[src/rtl/eti_pkg.sv]
// Shared constants, command/status structs and register codes for the
// escape-time fractal iterator. No dependencies.
package eti_pkg;

  // Field widths
  localparam int VALUE_BITS      = 32;
  localparam int FRACTION_BITS   = 16;
  localparam int COUNT_BITS      = 10;
  localparam int COLOUR_BITS     = 8;
  localparam int PRODUCT_BITS    = 2 * VALUE_BITS;
  localparam int CROSS_BITS      = 2 * (VALUE_BITS + 1);

  // Configuration port
  localparam int CFG_INDEX_BITS  = 4;
  localparam int CFG_DATA_BITS   = COUNT_BITS;

  typedef enum logic [CFG_INDEX_BITS-1:0] {
    REG_ITERATION_LIMIT = 4'd0,
    REG_FRACTAL_MODE    = 4'd1
  } reg_index_t;

  localparam logic [COUNT_BITS-1:0] LIMIT_RESET = COUNT_BITS'(50);
  localparam logic                  MODE_MANDELBROT   = 1'b0;
  localparam logic                  MODE_BURNING_SHIP = 1'b1;

  // Escape bound: 4.0 in the Q32.32 square domain, one bit wider than a square
  localparam logic [PRODUCT_BITS:0] ESCAPE_BOUND =
    (PRODUCT_BITS + 1)'(4) << (2 * FRACTION_BITS);

  // Colour scaling: count * 254 / (limit - 1) + 1, quotient never above 254
  localparam int COLOUR_SCALE    = 254;
  localparam int QUOT_BITS       = COLOUR_BITS;
  localparam int DIVIDEND_BITS   = COUNT_BITS + COLOUR_BITS;
  localparam int STEP_BITS       = $clog2(QUOT_BITS);
  localparam logic [COLOUR_BITS-1:0] COLOUR_INSIDE = '0;
  localparam logic [COLOUR_BITS-1:0] COLOUR_MAX    = '1;

  // Controller to iteration datapath
  typedef struct packed {
    logic load_point;
    logic iterate;
  } eti_dp_cmd_t;

  // Iteration datapath to controller
  typedef struct packed {
    logic stop;    // limit reached or point escaped
    logic in_set;  // colour index is zero
  } eti_dp_status_t;

  // Controller to colour divider
  typedef struct packed {
    logic load;
    logic step;
  } eti_div_cmd_t;

  // Colour divider to controller
  typedef struct packed {
    logic last;    // current step produces the final quotient bit
  } eti_div_status_t;

endpackage

[src/rtl/eti_ctrl.sv]
// Controller state machine: sequences point load, square/update
// iterations, colour division and result hand-off. Depends on eti_pkg.
module eti_ctrl import eti_pkg::*; (
  input  logic            clk,
  input  logic            rst,
  input  logic            point_valid,
  output logic            point_ready,
  input  eti_dp_status_t  dp_status,
  input  eti_div_status_t div_status,
  input  logic            out_busy,
  output eti_dp_cmd_t     dp_cmd,
  output eti_div_cmd_t    div_cmd,
  output logic            load_out
);

  typedef enum logic [2:0] {
    S_IDLE,
    S_MUL,
    S_UPD,
    S_DIV,
    S_FIN
  } state_t;

  state_t state, state_next;

  // Commands and next state
  always_comb begin
    state_next         = state;
    point_ready        = 1'b0;
    dp_cmd.load_point  = 1'b0;
    dp_cmd.iterate     = 1'b0;
    div_cmd.load       = 1'b0;
    div_cmd.step       = 1'b0;
    load_out           = 1'b0;
    case (state)
      S_IDLE: begin
        point_ready = 1'b1;
        if (point_valid) begin
          dp_cmd.load_point = 1'b1;
          state_next        = S_MUL;
        end
      end
      S_MUL: begin
        state_next = S_UPD;
      end
      S_UPD: begin
        if (!dp_status.stop) begin
          dp_cmd.iterate = 1'b1;
          state_next     = S_MUL;
        end else if (dp_status.in_set) begin
          state_next = S_FIN;
        end else begin
          div_cmd.load = 1'b1;
          state_next   = S_DIV;
        end
      end
      S_DIV: begin
        div_cmd.step = 1'b1;
        if (div_status.last) begin
          state_next = S_FIN;
        end
      end
      S_FIN: begin
        if (!out_busy) begin
          load_out   = 1'b1;
          state_next = S_IDLE;
        end
      end
      default: begin
        state_next = S_IDLE;
      end
    endcase
  end

  // Hold state
  always_ff @(posedge clk) begin
    if (rst) begin
      state <= S_IDLE;
    end else begin
      state <= state_next;
    end
  end

  a_stop_exit: assert property (@(posedge clk) disable iff (rst)
    state == S_UPD && dp_status.stop |=> state == S_DIV || state == S_FIN)
    else $error("stopped iteration did not move to colour stage");

endmodule

[config.mk]
export PLATFORM = sky130hd
export DESIGN_NAME = eti_ctrl
export DESIGN_NICKNAME = d
export VERILOG_FILES = /design/src/rtl/eti_pkg.sv /design/src/rtl/eti_ctrl.sv
export SDC_FILE = /design/constraint.sdc
export NUM_CORES = 1
export LEC_CHECK = 0
export BUFFER_PORTS_ARGS = -buffer_cell sky130_fd_sc_hd__clkbuf_2
export CAP_MARGIN = 20
export CORE_AREA = 10 10 47 49
export DETAILED_ROUTE_END_ITERATION = 16
export DIE_AREA = 0 0 57 59
export GPL_TIMING_DRIVEN = 0
export PLACE_DENSITY = 0.39
export SKIP_LAST_GASP = 1
export SLEW_MARGIN = 20
export SYNTH_ARGS = -nofsm -noshare
export SYNTH_HDL_FRONTEND = slang
export SYNTH_SLANG_ARGS = --single-unit
[constraint.sdc]
create_clock -name clk -period 1 [get_ports clk]
set_input_delay 0.15 -clock clk [delete_from_list [all_inputs] [get_ports clk]]
set_output_delay 0.15 -clock clk [all_outputs]
set_load 0.02 [all_outputs]
Word-level counts from Yosys, hierarchy flattened:

Index checks and enable logic that the tools add are counted.

* latch bits: 0
* output and inout port bits: 6
* logic and storage cells: 27
* bits in writable memories: 0
* bits of input ports: 7
* bits in registers: 3
* bits in read-only memories: 0
* memories: 0

* equality and inequality tests: 7
* add/subtract/negate cells: 0
* multipliers: 0
* divide/modulo/power cells: 0
* magnitude comparators: 0
* shift-type cells: 0
* bitwise gates (word level): 0
* mux-type cells: 17
* reduce and logical (&&, ||, !) cells: 2

Operators with widths (count)
* 3-bit 2-to-1 mux: 5
* 3-bit case mux with 5 select lines: 1
* 1-bit 2-to-1 mux: 11
* 3-bit by 2-bit equality test with 1-bit output (second input constant): 2
* 2-bit inequality test (second input constant): 3
* 3-bit by 1-bit equality test with 1-bit output (second input constant): 1
* 3-bit equality test (second input constant): 1
* 3-bit logical NOT: 1
* 3-bit AND reduction: 1

Logic depth before layout (Yosys ltp):

Gate-level depths: netlist of the first run.

* depth in word-level cells: 3
* gate-level depth with buffers: 4
* gate-level depth less buffers: 3

Worst setup path before layout of the first run:

No wires, ideal clock.

* kind: flip-flop to output port
* start: register state[1]
* end: output port div_cmd[1] (netlist bit)
* arrival time: 1.322 ns
* path slack: -0.472 ns
* cell stages (with the launch flop): 3
* required time: 0.850 ns
* path buffers: 0
* cells stage by stage: dfxtp_1 nand2b_1 nor4b_1

RTL lines
* start: declaration: line eti_ctrl.sv:24 `state_t state, state_next;`
* start signal: assignment: line eti_ctrl.sv:80 `state <= state_next;`
* end: declaration: line eti_ctrl.sv:12 `output eti_div_cmd_t div_cmd,`

==> results.cfg, run 1 <==
[status]
status = finished with violations
violations = negative setup slack

[timing]
hold_violations = 0
max_freq_mhz = 766
finalSetupViolCount = 9
worstMarginPinSlew_ns = 0.212
relSlewSlack_pct = 85.8
finalWorstSetupSlack_ns = -0.305
slew_violations = 0
tns_ns = -1.93
rsz0062_at_grt = yes
fin_hold_ws_ns = 0.112
fin_crit_sh_pct = 131
skew_ns = 0.00114
min_period_ns = 1.31

[placed_design]
routabilityCongestion = 0.667
dp.cells = 56
hpwl_um = 630
portBuffers = 12
dp_slack_ns = -0.137
placed_cell_area_um2 = 378

[worst_setup_path]
r2r.worst_path.cells = 4
worstPathRequired_ns = 0.85
regToRegStartpoint = state[2]
crit_path_end_kind = output port
worst-endpoint-arrival_ns = 1.16
startpoint = state[2]
crit_path_start_kind = flip-flop
critPathKind = flip-flop to output port
path_max_fanout = 4

[cts]
root_buffer = clkbuf_4
clkTransAtPathRegs_ns = 0.04
clock_path_buffers = 2
htree_levels = 1
cts_buffers = 3
clock_latency_ns = 0.23
clock_sinks = 3
cts_tree = built

[routing]
drt_iter0_drc = 3
vias_per_cell = 4.66
routedLengthMet1_um = 311
ant_nets = 0
wirelength_um = 880
first_pass_iters = 2
dr_total_vias = 312
met2WireLength_um = 474
wl_per_cell_um = 13.1
top_layer = met4
wl_met3_um = 71
drc = 0

[cells_and_area]
regMostFlops = state
antennaDiodeCount = 0
top_regs = state (3)
largest_reg_flops = 3
drive_above_1_share_pct = 72.5
instances_no_fill = 67
area_growth_syn_to_layout_pct = 119
final_cell_area_um2 = 524
num-nets-final = 59
layout_common_cells = buf_4, clkbuf_2, clkbuf_8, clkbuf_4
final_common_cell = buf_4

[min_path]
min_from = rst
holdCritPathClass = input pin to flip-flop
whs_path_depth = 2

[logic_synthesis]
synth_warnings = 0
synth_cells = 28
yosysSeqAreaShare_pct = 25.1
synth_nets = 35
synth-edff-count = 0
yosysUniqueCellTypes = 20
async_flop_share_pct = 0
syn_avg_cell_area_um2 = 8.53
synth_area_um2 = 239
synth_ff_type = dfxtp_1
ys_ff_latch = 3

[global_route]
grt_overflow = 0
grt_usage_pct = 5.32
grt_pass1_vias = 326
antenna_found_initial = 0
grt_max_degree = 9
grt_pass1_wl_mm = 1.39

[floorplanning]
io_pins = 13
die_y_um = 59
die_area_um2 = 3360
fp.dieW_um = 57
fp.coreArea_um2 = 1400
rows = 14
start_util_pct = 17.1

[power]
power.share.clock_pct = 24.4
irDropWorstVdd_v = 0.000732
pwr_density_cell_nw_per_um2 = 1650
switching_share_pct = 35.2
p_comb_share_pct = 54.7
p_sw_mw = 0.305
p_seq_share_pct = 20.9
p_leak_nw = 0.229
p_int_mw = 0.561

[run]
cap_violations = 0
[power by group through the flow]
| stage | combinational (mW) | clock [mW] | sequential [mW] |
|---|---|---|---|
| 2_1_floorplan | 0.249 | 0 | 0.182 |
| 3_3_place_gp | 0.319 | 0 | 0.189 |
| 3_5_place_dp | 0.326 | 0 | 0.190 |
| 4_1_cts | 0.442 | 0.223 | 0.181 |
| 5_1_grt | 0.514 | 0.221 | 0.181 |
| 6_report | 0.473 | 0.211 | 0.181 |
[worst paths after layout]
kind	to	slack, ns
hold reg to reg	state[1]	0.61
setup reg to reg	state[2]	-0.25
hold / removal	state[1]	0.11
setup / recovery	div_cmd[1]	-0.31
[cell type report]
| cell class | count | area [um2] |
|---|---|---|
| Inverter | 2 | 7.51 |
| Fill cell | 154 | 877 |
| Tap cell | 16 | 20.0 |
| Clock buffer | 4 | 26.3 |
| Buffer | 1 | 15.0 |
| Multi-Input combinational cell | 22 | 226 |
| Sequential cell | 3 | 68.8 |
| Timing Repair Buffer | 19 | 160 |
[layer usage]
| metal | vias up | track usage [%] |
|---|---|---|
| met5 | - | 0 |
| met4 | 0 | 4.03 |
| met3 | 4 | 2.36 |
| met2 | 9 | 9.77 |
| met1 | 147 | 4.40 |
| li1 | 152 | - |
[repair_timing]
item                       4_1_cts  5_1_grt
pin swaps                        5        4
setup buffers                    5        2
hold buffers                     0        0
setup endpoints to repair        9        9
gates resized for setup         13        7
gates cloned                     0        0
[cells in the mapped netlist (all sizes together) (2+ instances only)]
cell	instances	area [um2]
nor3	2	10.0
dfxtp	3	60.1
inv	2	7.51
nor2b	2	12.5
nor2	4	15.0
a211oi	2	20.0
[metrics by stage]
step                      util [%]  power [mW]
final                         37.4       0.866
after CTS                     35.0       0.846
after floorplan                  -       0.430
after global placement        27.0       0.508
after detailed placement      27.0       0.516
after global routing          37.4       0.916
[worst max-delay path: stages (launching register included)]
cell,delay (ns)
dfxtp_4,0.35
nand2b_4,0.16
nor4b_4,0.22
clkbuf_8,0.19
[cells by family after synthesis]
logic type / after synthesis / share of synthesized area, %
and+or+nand+nor: 15 / 41.4
AOI/OAI and AO/OA: 7 / 25.7
DFF: 3 / 25.1
buffers and inverters: 3 / 7.85
No activity file was read; power rests on OpenSTA's default activity.
==> run 2: changes to the inputs <==
--- a/config.mk
+++ b/config.mk
@@ -5,7 +5,7 @@
 export SDC_FILE = /design/constraint.sdc
 export NUM_CORES = 1
 export LEC_CHECK = 0
-export BUFFER_PORTS_ARGS = -buffer_cell sky130_fd_sc_hd__clkbuf_2
+export BUFFER_PORTS_ARGS = -buffer_cell sky130_fd_sc_hd__buf_2
 export CAP_MARGIN = 20
 export CORE_AREA = 10 10 47 49
 export DETAILED_ROUTE_END_ITERATION = 16
==> results.cfg, run 2 (same netlist as run 1, synthesis figures left out) <==
[status]
violations = negative setup slack
status = finished with violations

[worst_setup_path]
cpPeakStageDelay_ns = 0.35
slowest_stage = dfxtp_4
path_max_fanout = 4
crit_path_end_kind = output port
crit_family = simple AND/OR/NAND/NOR gates
path_depth = 3
crit_buf_inv = 1
regToRegStartpoint = state[2]
r2r.worst_path.cells = 4
worstPathRequired_ns = 0.85
ff2ff_setup_slack_ns = -0.22
endpoint = div_cmd[1]
crit_path_cell_trace = nand2b_4 -> nor4b_4 -> buf_4
worst-endpoint-arrival_ns = 1.12
crit_path_start_kind = flip-flop
timing.rr.end = state[2]
critPathKind = flip-flop to output port
startpoint = state[2]

[timing]
tns_ns = -1.89
finalWorstSetupSlack_ns = -0.275
max_freq_mhz = 784
skew_ns = 0.00124
min_period_ns = 1.27
finalSetupViolCount = 9
fin_crit_sh_pct = 127
relSlewSlack_pct = 85.5
worstMarginPinSlew_ns = 0.216
slew_violations = 0
hold_violations = 0
rsz0062_at_grt = yes

[placed_design]
dp_slack_ns = -0.133
dp.cells = 56
hpwl_um = 637
portBuffers = 12
routabilityCongestion = 0.668

[floorplanning]
die_area_um2 = 3360
io_pins = 13
rows = 14
start_util_pct = 17.1
fp.coreArea_um2 = 1400
fp.dieW_um = 57
die_y_um = 59

[global_route]
grt_max_degree = 9
grt_usage_pct = 5.19
antenna_found_initial = 0
grt_overflow = 0
grt_pass1_wl_mm = 1.35
grt_pass1_vias = 311

[cts]
clock_sinks = 3
cts_hold_buf = 0
cts_buffers = 3
cts_tree = built
root_buffer = clkbuf_4
clkTransAtPathRegs_ns = 0.04
clock_latency_ns = 0.23
htree_levels = 1
clock_path_buffers = 2

[power]
power.share.clock_pct = 23.8
p_sw_mw = 0.304
p_int_mw = 0.571
finalPower_mw = 0.875
p_seq_share_pct = 20.4
switching_share_pct = 34.7
irDropWorstVdd_v = 0.000643
p_comb_share_pct = 55.8
p_leak_nw = 0.229
pwr_density_cell_nw_per_um2 = 1690

[cells_and_area]
drive_above_1_share_pct = 71.7
final-seq-area_um2 = 68.8
final_common_cell = buf_4
top_regs = state (3)
num-nets-final = 61
fill_cells = 149
antennaDiodeCount = 0
area_growth_syn_to_layout_pct = 117
instances_no_fill = 69
multi_input_area_um2 = 223
largest_reg_flops = 3
regMostFlops = state
layout_common_cells = buf_4, buf_2, buf_6, clkbuf_4

[min_path]
holdCritPathClass = input pin to flip-flop
min_from = rst

[routing]
dr_total_vias = 308
drc = 0
first_pass_iters = 2
vias_per_cell = 4.46
wirelength_um = 845
wl_per_cell_um = 12.2
ant_nets = 0
drt_iter0_drc = 1

[run]
cap_violations = 0
[run 2: cell types whose count changed in the layout (fill, tap and decap cells not counted), sizes merged]
| cell | before | now |
|---|---|---|
| buf | 10 | 22 |
| clkbuf | 14 | 4 |
[run 2: power by group through the flow]
stage / sequential, mW / combinational [mW] / clock, mW
detailed placement: 0.190 / 0.327 / 0
global route: 0.180 / 0.529 / 0.222
floorplan: 0.182 / 0.249 / 0
finish: 0.179 / 0.488 / 0.208
CTS: 0.181 / 0.422 / 0.223
global placement: 0.189 / 0.319 / 0
[run 2: through the flow]
stage | area (um2) | utilization (%) | hold WS (ns)
after global placement | 378 | 27.0 | 0.343
after floorplan | 298 | - | 0.216
after global routing | 518 | 37.0 | 0.127
final | 518 | 37.0 | 0.123
after detailed placement | 378 | 27.0 | 0.358
after CTS | 465 | 33.2 | 0.110
[run 2: worst reg2reg max path, stage by stage (launching register included)]
cell and delay, ns:
dfxtp_4 0.35, buf_4 0.16, nor4_4 0.28, a31o_1 0.22, o211a_1 0.15
[run 2: how the worst min path moves through the flow]
stage                to  slack (ns)  cells after the start
2_1_floorplan  state[1]        0.22                      1
6_report       state[1]        0.12                      2
4_1_cts        state[1]        0.11                      2
5_1_grt        state[1]        0.13                      2
3_5_place_dp   state[1]        0.36                      2
3_3_place_gp   state[1]        0.34                      2
[run 2: routing by layer]
layer / wire, um / share of wire [%] / vias up / track usage (%)
li1: - / - / 153 / -
met1: 320 / 38 / 148 / 4.40
met2: 472 / 56 / 7 / 9.46
met3: 52 / 6.2 / 0 / 2.15
met4: 0 / 0 / 0 / 4.03
met5: 0 / 0 / - / 0
[run 2: layout make-up]
type	instances	area share, %
Buffer	1	2.90
Clock buffer	4	5.07
Inverter	2	1.45
Multi-Input combinational cell	22	43.0
Sequential cell	3	13.3
Tap cell	16	3.86
Timing Repair Buffer	21	30.4
[run 2: what timing repair did]
action	in CTS	in global routing
cloned	0	0
setup buffers	4	5
pin swaps	4	1
resized for setup	11	4
endpoints found under the setup margin	9	9
hold endpoints to repair	0	0
