==> config.mk <==
export PLATFORM = sky130hd
export DESIGN_NAME = eti_colour_div
export DESIGN_NICKNAME = d
export VERILOG_FILES = /design/src/rtl/eti_pkg.sv /design/src/rtl/eti_colour_div.sv
export SDC_FILE = /design/constraint.sdc
export NUM_CORES = 1
export LEC_CHECK = 0
export BUFFER_PORTS_ARGS = -buffer_cell sky130_fd_sc_hd__buf_4
export CAP_MARGIN = 25
export CORE_MARGIN = 2
export CORE_UTILIZATION = 40
export DETAILED_ROUTE_END_ITERATION = 8
export HOLD_SLACK_MARGIN = 0.03
export MAX_ROUTING_LAYER = met4
export PLACE_DENSITY = 0.63
export SYNTH_ARGS = -nofsm -noshare
export SYNTH_HDL_FRONTEND = slang
export SYNTH_SLANG_ARGS = --single-unit
==> constraint.sdc <==
create_clock -name clk -period 4.4 [get_ports clk]
set_input_delay 0.44 -clock clk [delete_from_list [all_inputs] [get_ports clk]]
set_output_delay 0.44 -clock clk [all_outputs]
set_load 0.005 [all_outputs]
==> src/rtl/eti_pkg.sv <==
// Shared constants, command/status structs and register codes for the
// escape-time fractal iterator. No dependencies.
package eti_pkg;

  // Field widths
  localparam int VALUE_BITS      = 32;
  localparam int FRACTION_BITS   = 16;
  localparam int COUNT_BITS      = 10;
  localparam int COLOUR_BITS     = 8;
  localparam int PRODUCT_BITS    = 2 * VALUE_BITS;
  localparam int CROSS_BITS      = 2 * (VALUE_BITS + 1);

  // Configuration port
  localparam int CFG_INDEX_BITS  = 4;
  localparam int CFG_DATA_BITS   = COUNT_BITS;

  typedef enum logic [CFG_INDEX_BITS-1:0] {
    REG_ITERATION_LIMIT = 4'd0,
    REG_FRACTAL_MODE    = 4'd1
  } reg_index_t;

  localparam logic [COUNT_BITS-1:0] LIMIT_RESET = COUNT_BITS'(50);
  localparam logic                  MODE_MANDELBROT   = 1'b0;
  localparam logic                  MODE_BURNING_SHIP = 1'b1;

  // Escape bound: 4.0 in the Q32.32 square domain, one bit wider than a square
  localparam logic [PRODUCT_BITS:0] ESCAPE_BOUND =
    (PRODUCT_BITS + 1)'(4) << (2 * FRACTION_BITS);

  // Colour scaling: count * 254 / (limit - 1) + 1, quotient never above 254
  localparam int COLOUR_SCALE    = 254;
  localparam int QUOT_BITS       = COLOUR_BITS;
  localparam int DIVIDEND_BITS   = COUNT_BITS + COLOUR_BITS;
  localparam int STEP_BITS       = $clog2(QUOT_BITS);
  localparam logic [COLOUR_BITS-1:0] COLOUR_INSIDE = '0;
  localparam logic [COLOUR_BITS-1:0] COLOUR_MAX    = '1;

  // Controller to iteration datapath
  typedef struct packed {
    logic load_point;
    logic iterate;
  } eti_dp_cmd_t;

  // Iteration datapath to controller
  typedef struct packed {
    logic stop;    // limit reached or point escaped
    logic in_set;  // colour index is zero
  } eti_dp_status_t;

  // Controller to colour divider
  typedef struct packed {
    logic load;
    logic step;
  } eti_div_cmd_t;

  // Colour divider to controller
  typedef struct packed {
    logic last;    // current step produces the final quotient bit
  } eti_div_status_t;

endpackage

==> src/rtl/eti_colour_div.sv <==
// Restoring divider for the colour index: (count*254) / (limit-1),
// one quotient bit per step. Depends on eti_pkg.
module eti_colour_div import eti_pkg::*; (
  input  logic                   clk,
  input  logic                   rst,
  input  eti_div_cmd_t           cmd,
  input  logic [COUNT_BITS-1:0]  count,
  input  logic [COUNT_BITS-1:0]  limit,
  output eti_div_status_t        status,
  output logic [QUOT_BITS-1:0]   quotient
);

  logic [DIVIDEND_BITS-1:0] rem;
  logic [DIVIDEND_BITS-1:0] dsh;
  logic [STEP_BITS-1:0]     step_cnt;
  logic                     fits;

  assign fits        = rem >= dsh;
  assign status.last = step_cnt == STEP_BITS'(QUOT_BITS - 1);

  // Step counter
  always_ff @(posedge clk) begin
    if (rst) begin
      step_cnt <= '0;
    end else if (cmd.load) begin
      step_cnt <= '0;
    end else if (cmd.step) begin
      step_cnt <= step_cnt + STEP_BITS'(1);
    end
  end

  // Load scaled count and aligned divisor, then shift one bit per step
  always_ff @(posedge clk) begin
    if (cmd.load) begin
      rem      <= DIVIDEND_BITS'(count) * DIVIDEND_BITS'(COLOUR_SCALE);
      dsh      <= DIVIDEND_BITS'(limit - COUNT_BITS'(1)) << (QUOT_BITS - 1);
      quotient <= '0;
    end else if (cmd.step) begin
      if (fits) begin
        rem <= rem - dsh;
      end
      dsh      <= dsh >> 1;
      quotient <= {quotient[QUOT_BITS-2:0], fits};
    end
  end

  a_quot_range: assert property (@(posedge clk) disable iff (rst)
    cmd.step && status.last && !cmd.load |=> quotient <= QUOT_BITS'(COLOUR_SCALE))
    else $error("colour quotient above scale");

endmodule

**Yosys cells after proc, flatten, opt, wreduce, memory -nomap -nowiden**

Index checks and enable logic that the tools add are counted.

- Flip-flop bits (word level): 47
- Bits of input ports: 24
- Output and inout port bits: 9
- Word-level logic and storage cells: 22

- Add/sub/neg operators: 3
- $mul: 1
- Order comparisons: 1
- Eq/ne operators: 1
- Multiplexer cells: 5
- Reduce and logical (&&, ||, !) cells: 5

Operators by type and width:

| kind | count |
|---|---|
| two-way mux 18 bit | 5 |
| greater-or-equal comparator 18 bit | 1 |
| subtractor 18 bit | 1 |
| multiplier 10 x 7 -> 17 bit, second input constant | 1 |
| subtractor 10 x 1 -> 11 bit, second input constant | 1 |
| AND reduction 2 bit | 2 |
| nonzero test 2 bit | 2 |
| adder 3 x 1 -> 3 bit, second input constant | 1 |
| equality test 3 bit, second input constant | 1 |
| OR reduction 2 bit | 1 |

**Longest topological paths before layout**

Gate-level depths: netlist of run 1.

- Depth in word-level cells: 4
- Depth in mapped cells: 15
- Mapped depth without buffers: 15

**Least setup slack after synthesis of run 1**

Ideal clock, no wire load.

- Path type: in2reg
- Start point: input count[4]
- End point: register rem[17] (data pin)
- Setup time: 0.257 ns
- Data arrival time: 4.146 ns
- Required time: 4.143 ns
- Path slack: -0.003 ns
- Stages: 14
- Buffers on the path: 0
- Path through: fa_1 inv_1 fa_1 fa_1 fa_1 inv_1 ha_1 a21oi_1 o21ai_0 a21oi_1 o21ai_0 a221oi_1 xnor2_1 a32o_1

- Word-level cells in the longest chain between the ends: 2

Ends and longest elaborated chain:

| item | RTL line | source |
|---|---|---|
| start, declared | eti_colour_div.sv:7 | `input logic [COUNT_BITS-1:0] count,` |
| multiplier 10 x 7 -> 17 bit | eti_colour_div.sv:35 | `rem <= DIVIDEND_BITS'(count) * DIVIDEND_BITS'(COLOUR_SCALE);` |
| two-way mux 18 bit | eti_colour_div.sv:34 | `if (cmd.load) begin` |
| end signal, assigned | eti_colour_div.sv:35 |  |
| end signal, assigned | eti_colour_div.sv:40 | `rem <= rem - dsh;` |
| end, declared | eti_colour_div.sv:13 | `logic [DIVIDEND_BITS-1:0] rem;` |

Every way passes these cells.
A chain may end at the register's enable or synchronous reset.

**Worst setup path after layout of run 1**

- Start point: input count[4]
- End point: register rem[16] (data pin)

Same word-level chain as after synthesis.

==> results of run 1 <==
-- worst max-delay path, cell delays in order --
cell and delay [ps]:
buf_4 120, buf_4 130, fa_1 500, buf_4 160, ha_1 260, inv_1 50, fa_1 490, fa_1 510
inv_1 40, ha_1 310, o21ai_1 160, o21bai_2 130, a21o_1 210, a21oi_1 200, o21ai_0 130, xor2_1 170
a32o_1 220
-- through the flow --
| stage | util | setup WS [ps] | setup TNS (ps) | hold slack [ps] | std cells |
|---|---|---|---|---|---|
| floorplan | - | 22.2 | 0 | 432 | 499 |
| global placement | 0.461 | -157 | -481 | 442 | 691 |
| detailed placement | 0.461 | -238 | -869 | 454 | 691 |
| CTS | 0.475 | 67.2 | 0 | 320 | 699 |
| global route | 0.477 | -43.0 | -43.0 | 316 | 699 |
| finish | 0.477 | 206 | 0 | 323 | 699 |
-- cell families after synthesis --
| kind of cell | synth area share |
|---|---|
| AO/OA/AOI/OAI | 0.176 |
| XOR/XNOR | 0.0641 |
| flip-flops | 0.263 |
| buffers and inverters | 0.0762 |
| adder cells (fa/ha/maj) | 0.286 |
| multiplexers | 0.0345 |
| AND/OR/NAND/NOR | 0.100 |
-- layout make-up --
class	count	area, um2
fill	1095	5940
multi-input combinational	358	3100
sequential	47	1220
timing repair buffer	62	465
inverter	81	304
tap	143	179
clock buffer	6	150
clock inverter	2	13.8
-- sequential cells by signal (all words and copies together), names as in the netlist --
signal    flops
rem          18
step_cnt      3
dsh          18
quotient      8
-- final timing paths --
kind	startpoint	to	depth (start not counted)
worst max-delay path	count[4]	rem[16]	17
worst min-delay path	rst	step_cnt[1]	2
worst max register to register	rem[0]	rem[8]	11
worst min register to register	rem[0]	rem[0]	2
-- synthesized netlist by cell type (4+ instances only) --
library cell	n
a211oi_1	4
a21o_1	13
a21oi_1	38
a22o_1	4
clkbuf_1	11
dfxtp_1	19
edfxtp_1	28
fa_1	32
ha_1	55
inv_1	80
mux2i_1	16
nand2_1	31
nand2b_1	4
nand3_1	6
nor2_1	30
nor3_1	5
o21a_1	5
o21ai_0	27
o31ai_1	6
xnor2_1	19
xor2_1	15
-- power by group --
| part | total [mW] | switching, mW | internal, mW |
|---|---|---|---|
| registers | 0.655 | 0.0409 | 0.614 |
| clock network | 0.420 | 0.174 | 0.245 |
| logic | 2.43 | 1.29 | 1.14 |
| total | 3.51 | 1.51 | 2.00 |
-- repair_timing --
action,4_1_cts,5_1_grt
gates resized for setup,0,8
endpoints found under the setup margin,0,5
endpoints found under the hold margin,0,0
-- metal layers --
layer | part of all wire | up-vias
li1 | - | 1835
met1 | 0.47 | 1758
met2 | 0.49 | 46
met3 | 0.025 | 12
met4 | 0.010 | 0
met5 | 0 | -
==> out/metrics.yaml, run 1 <==
ys_top_cells_by_area: "edfxtp_1 18%, ha_1 15%, fa_1 14%, dfxtp_1 8.2%, inv_1 6.5%"
vias: 3651
grt_use_total: 0.163
finalSetupViolCount: 0
fin_crit_sh: 0.953
numClockSinks: 47
place_area_mm2: 0.00524
maxSlewHeadroom: 0.384
met2_usage: 0.274
drive_above_1_share: 0.151
power.density_mw_per_mm2: 646
ant_nets: 0
netlist_instances: 499
die_w_um: 112
wl_um: 9490
syn_area_per_cell_um2: 9.31
worstPathRequired_ps: 4450
cp.arrival_ps: 4250
end_kind: "flop"
status: "complete, no violations"
worst_hold_path_type: "primary input to flop"
synth-seq-area-share: 0.263
final-hold-violation-count: 0
clock_path_buffers: 2
grt_max_degree: 62
drv_slew: 0
yosys.area.top_type: "edfxtp_1"
routabilityCongestion: 0.858
antenna_found_initial: 0
diodes: 0
overflow: 0
crit_type: "primary input to flop"
grt_use_met1: 0.212
yosys_register_bits: 47
synth_top_area_frac: 0.181
finalPower_mw: 3.51
cts_tree: "done"
via_per_inst: 5.22
ys.flop_type: "edfxtp_1"
clk_latency_ps: 290
cts_hold_buf: 0
dpl.hpwl_um: 7610
wl_per_cell_um: 13.6
r2r_slack_ps: 1420
cts_max_level: 2
yosysWarningCount: 0
dieArea_mm2: 0.0125
port_buffers: 32
fin_area_mm2: 0.00543
syn_nets: 610
drc: 0
grt_pass1_vias: 3676
ys_types: 53
maxCapViolations: 0
final_common_cell: "inv_1"
num_io_pins: 33
initial_utilization: 0.409
drt-initial-drc-count: 215
fmax_mhz: 238
period_needed_ps: 4190
final_cell_mix: "80 x inv_1, 62 x buf_4, 55 x ha_1"
worstMarginPinSlew_ps: 921
grtUsageMet3: 0.0245
rows: 39
synthArstFlopShare: 0
die_y_um: 112
worstPathMaxFanout: 3
core_mm2: 0.0114
top_usage_layer: "met2"
netlist_area_mm2: 0.00465
grt_pass1_wl_um: 16600
vdd_drop_max_uv: 296
path_clk_slew_ps: 70
nets: 666
cts_root_buf: "clkbuf_16"
cts_inserted_buffers: 5
synth_edf_count: 28
leakage_nw: 2.51
postCtsSetupRepairBufs: 0
start_kind: "primary input"
clock_skew_ps: 6.59
layout-area-overhead-vs-synth_pct: 16.8
drtPass1Iterations: 4
No activity file was read; power rests on OpenSTA's default activity.
==> inputs of run 2 (changes only) <==
- BUFFER_PORTS_ARGS: -buffer_cell sky130_fd_sc_hd__buf_4 -> unset
- CORE_MARGIN: 2 -> unset
- DONT_BUFFER_PORTS: unset -> 1
- PLACE_DENSITY: 0.63 -> 0.6
==> out/metrics.yaml, run 2 (synthesized netlist as in run 1, its figures left out) <==
rows: 38  # -2.6%
period_needed_ps: 4100  # -94.2 ps
cts_inserted_buffers: 5  # unchanged
setup_tns_ps: 0  # unchanged
dieArea_mm2: 0.0121  # -3.5%
numClockSinks: 47  # unchanged
drtPass1Iterations: 4  # unchanged
cts-resized-gates: 0  # unchanged
rsz0062_at_grt: "no"
nets: 618  # -7.2%
crit_type: "primary input to flop"
cp.arrival_ps: 4150  # -100 ps
maxSlewHeadroom: 0.426  # +0.0419
grtUsageMet3: 0.0273  # +0.00277
wl_um: 9150  # -3.6%
worst_path_max_delay_cell: "fa_1"
layout-area-overhead-vs-synth_pct: 8.64
antenna_found_initial: 0  # unchanged
clk_latency_ps: 290  # about the same
clock_path_buffers: 2  # unchanged
hold_slack_ps: 210  # -113 ps
num_io_pins: 33  # unchanged
n_fill_cell: 1090  # -0.46%
grt_pass1_vias: 3493  # -5.0%
worstMarginPinSlew_ps: 859  # -62.7 ps
cts_max_level: 2  # unchanged
via_per_inst: 5.27  # +0.93%
die_w_um: 110  # -1.8%
drv_slew: 0  # unchanged
worstPathRequired_ps: 4450  # about the same
postCtsSetupRepairBufs: 0  # unchanged
grt_use_total: 0.172  # +0.00899
status: "complete, no violations"
routabilityCongestion: 0.876  # +2.0%
fmax_mhz: 244  # +2.3%
cts_hold_buf: 0  # unchanged
drt-initial-drc-count: 209  # -2.8%
cp_common_cell: "fa_1"
maxCapViolations: 0  # unchanged
wl_per_cell_um: 14.1  # +4.0%
dpl.hpwl_um: 7410  # -2.6%
diodes: 0  # unchanged
start_kind: "primary input"
leakage_nw: 2.27  # -9.6%
die_y_um: 110  # -1.8%
fin_crit_sh: 0.932  # -0.0214
vdd_drop_max_uv: 289  # -2.4%
top_regs: "dsh: 18 flops, rem: 18 flops, quotient: 8 flops"
cpPeakStageDelay_ps: 620  # +110 ps
finalSetupViolCount: 0  # unchanged
end_kind: "flop"
path_buf_inv: 2  # -3
drive_above_1_share: 0.0630  # -0.0881
final_common_cell: "inv_1"
port_buffers: 0  # -100%
final-hold-violation-count: 0  # unchanged
worst_hold_path_type: "primary input to flop"
clock_skew_ps: 4.93  # -1.66 ps
crit_family: "adder cells"
cts_tree: "done"
final_cell_mix: "80 x inv_1, 55 x ha_1, 38 x a21oi_1"
path_clk_slew_ps: 70  # about the same
cts_root_buf: "clkbuf_16"
r2r_slack_ps: 1320  # -100 ps
power.density_mw_per_mm2: 661  # +2.3%
core_mm2: 0.0111  # -2.6%
top_usage_layer: "met2"
worstPathCellList: "inv_1, fa_1, fa_1, fa_1, fa_1, inv_1, ha_1, nand2_1, o21ai_0, a21oi_1, o21ai_0, a31oi_1, xnor2_1, a32o_1"
drc: 0  # unchanged
worstPathMaxFanout: 4  # +1
grt_max_degree: 62  # unchanged
vias: 3416  # -6.4%
grt_use_met1: 0.221  # +0.00956
grt_pass1_wl_um: 15800  # -5.3%
initial_utilization: 0.419  # +0.0108
overflow: 0  # unchanged
ant_nets: 0  # unchanged
met2_usage: 0.284  # +0.0104
-- run 2: final timing paths --
kind	startpoint	to	depth (start not counted)
worst max-delay path	count[3]	rem[15]	14
worst max register to register	rem[0]	rem[16]	11
worst min register to register	rem[0]	rem[0]	2
worst min-delay path	cmd[1]	dsh[1]	1
-- run 2: power breakdown --
part	internal, mW	switching (mW)	total (mW)
clock network	0.248	0.174	0.422
registers	0.614	0.0422	0.656
logic	1.05	1.21	2.26
-- run 2: per-stage QoR --
stage / total power, mW / util / instances / worst slack (ps) / instance area, um2
finish: 3.34 / 0.456 / 648 / 300 / 5050
CTS: 3.36 / 0.455 / 648 / 239 / 5040
floorplan: 2.38 / - / 499 / 22.2 / 4650
global placement: 2.90 / 0.440 / 640 / -42.0 / 4880
detailed placement: 2.93 / 0.440 / 640 / -48.3 / 4880
global route: 3.68 / 0.456 / 648 / 30.2 / 5050
-- run 2: final cells by class --
cell class | count | area, um2 | area share
timing repair buffer | 14 | 105 | 0.0208
tap | 140 | 175 | 0.0347
inverter | 81 | 304 | 0.0602
multi-input combinational | 358 | 3080 | 0.610
clock inverter | 2 | 15.0 | 0.00297
sequential | 47 | 1220 | 0.242
clock buffer | 6 | 150 | 0.0297
-- run 2: layer usage --
| metal | vias to the layer above | wire length (um) |
|---|---|---|
| li1 | 1736 | - |
| met4 | 0 | 108 |
| met2 | 32 | 4470 |
| met1 | 1632 | 4370 |
| met5 | - | 0 |
| met3 | 16 | 200 |
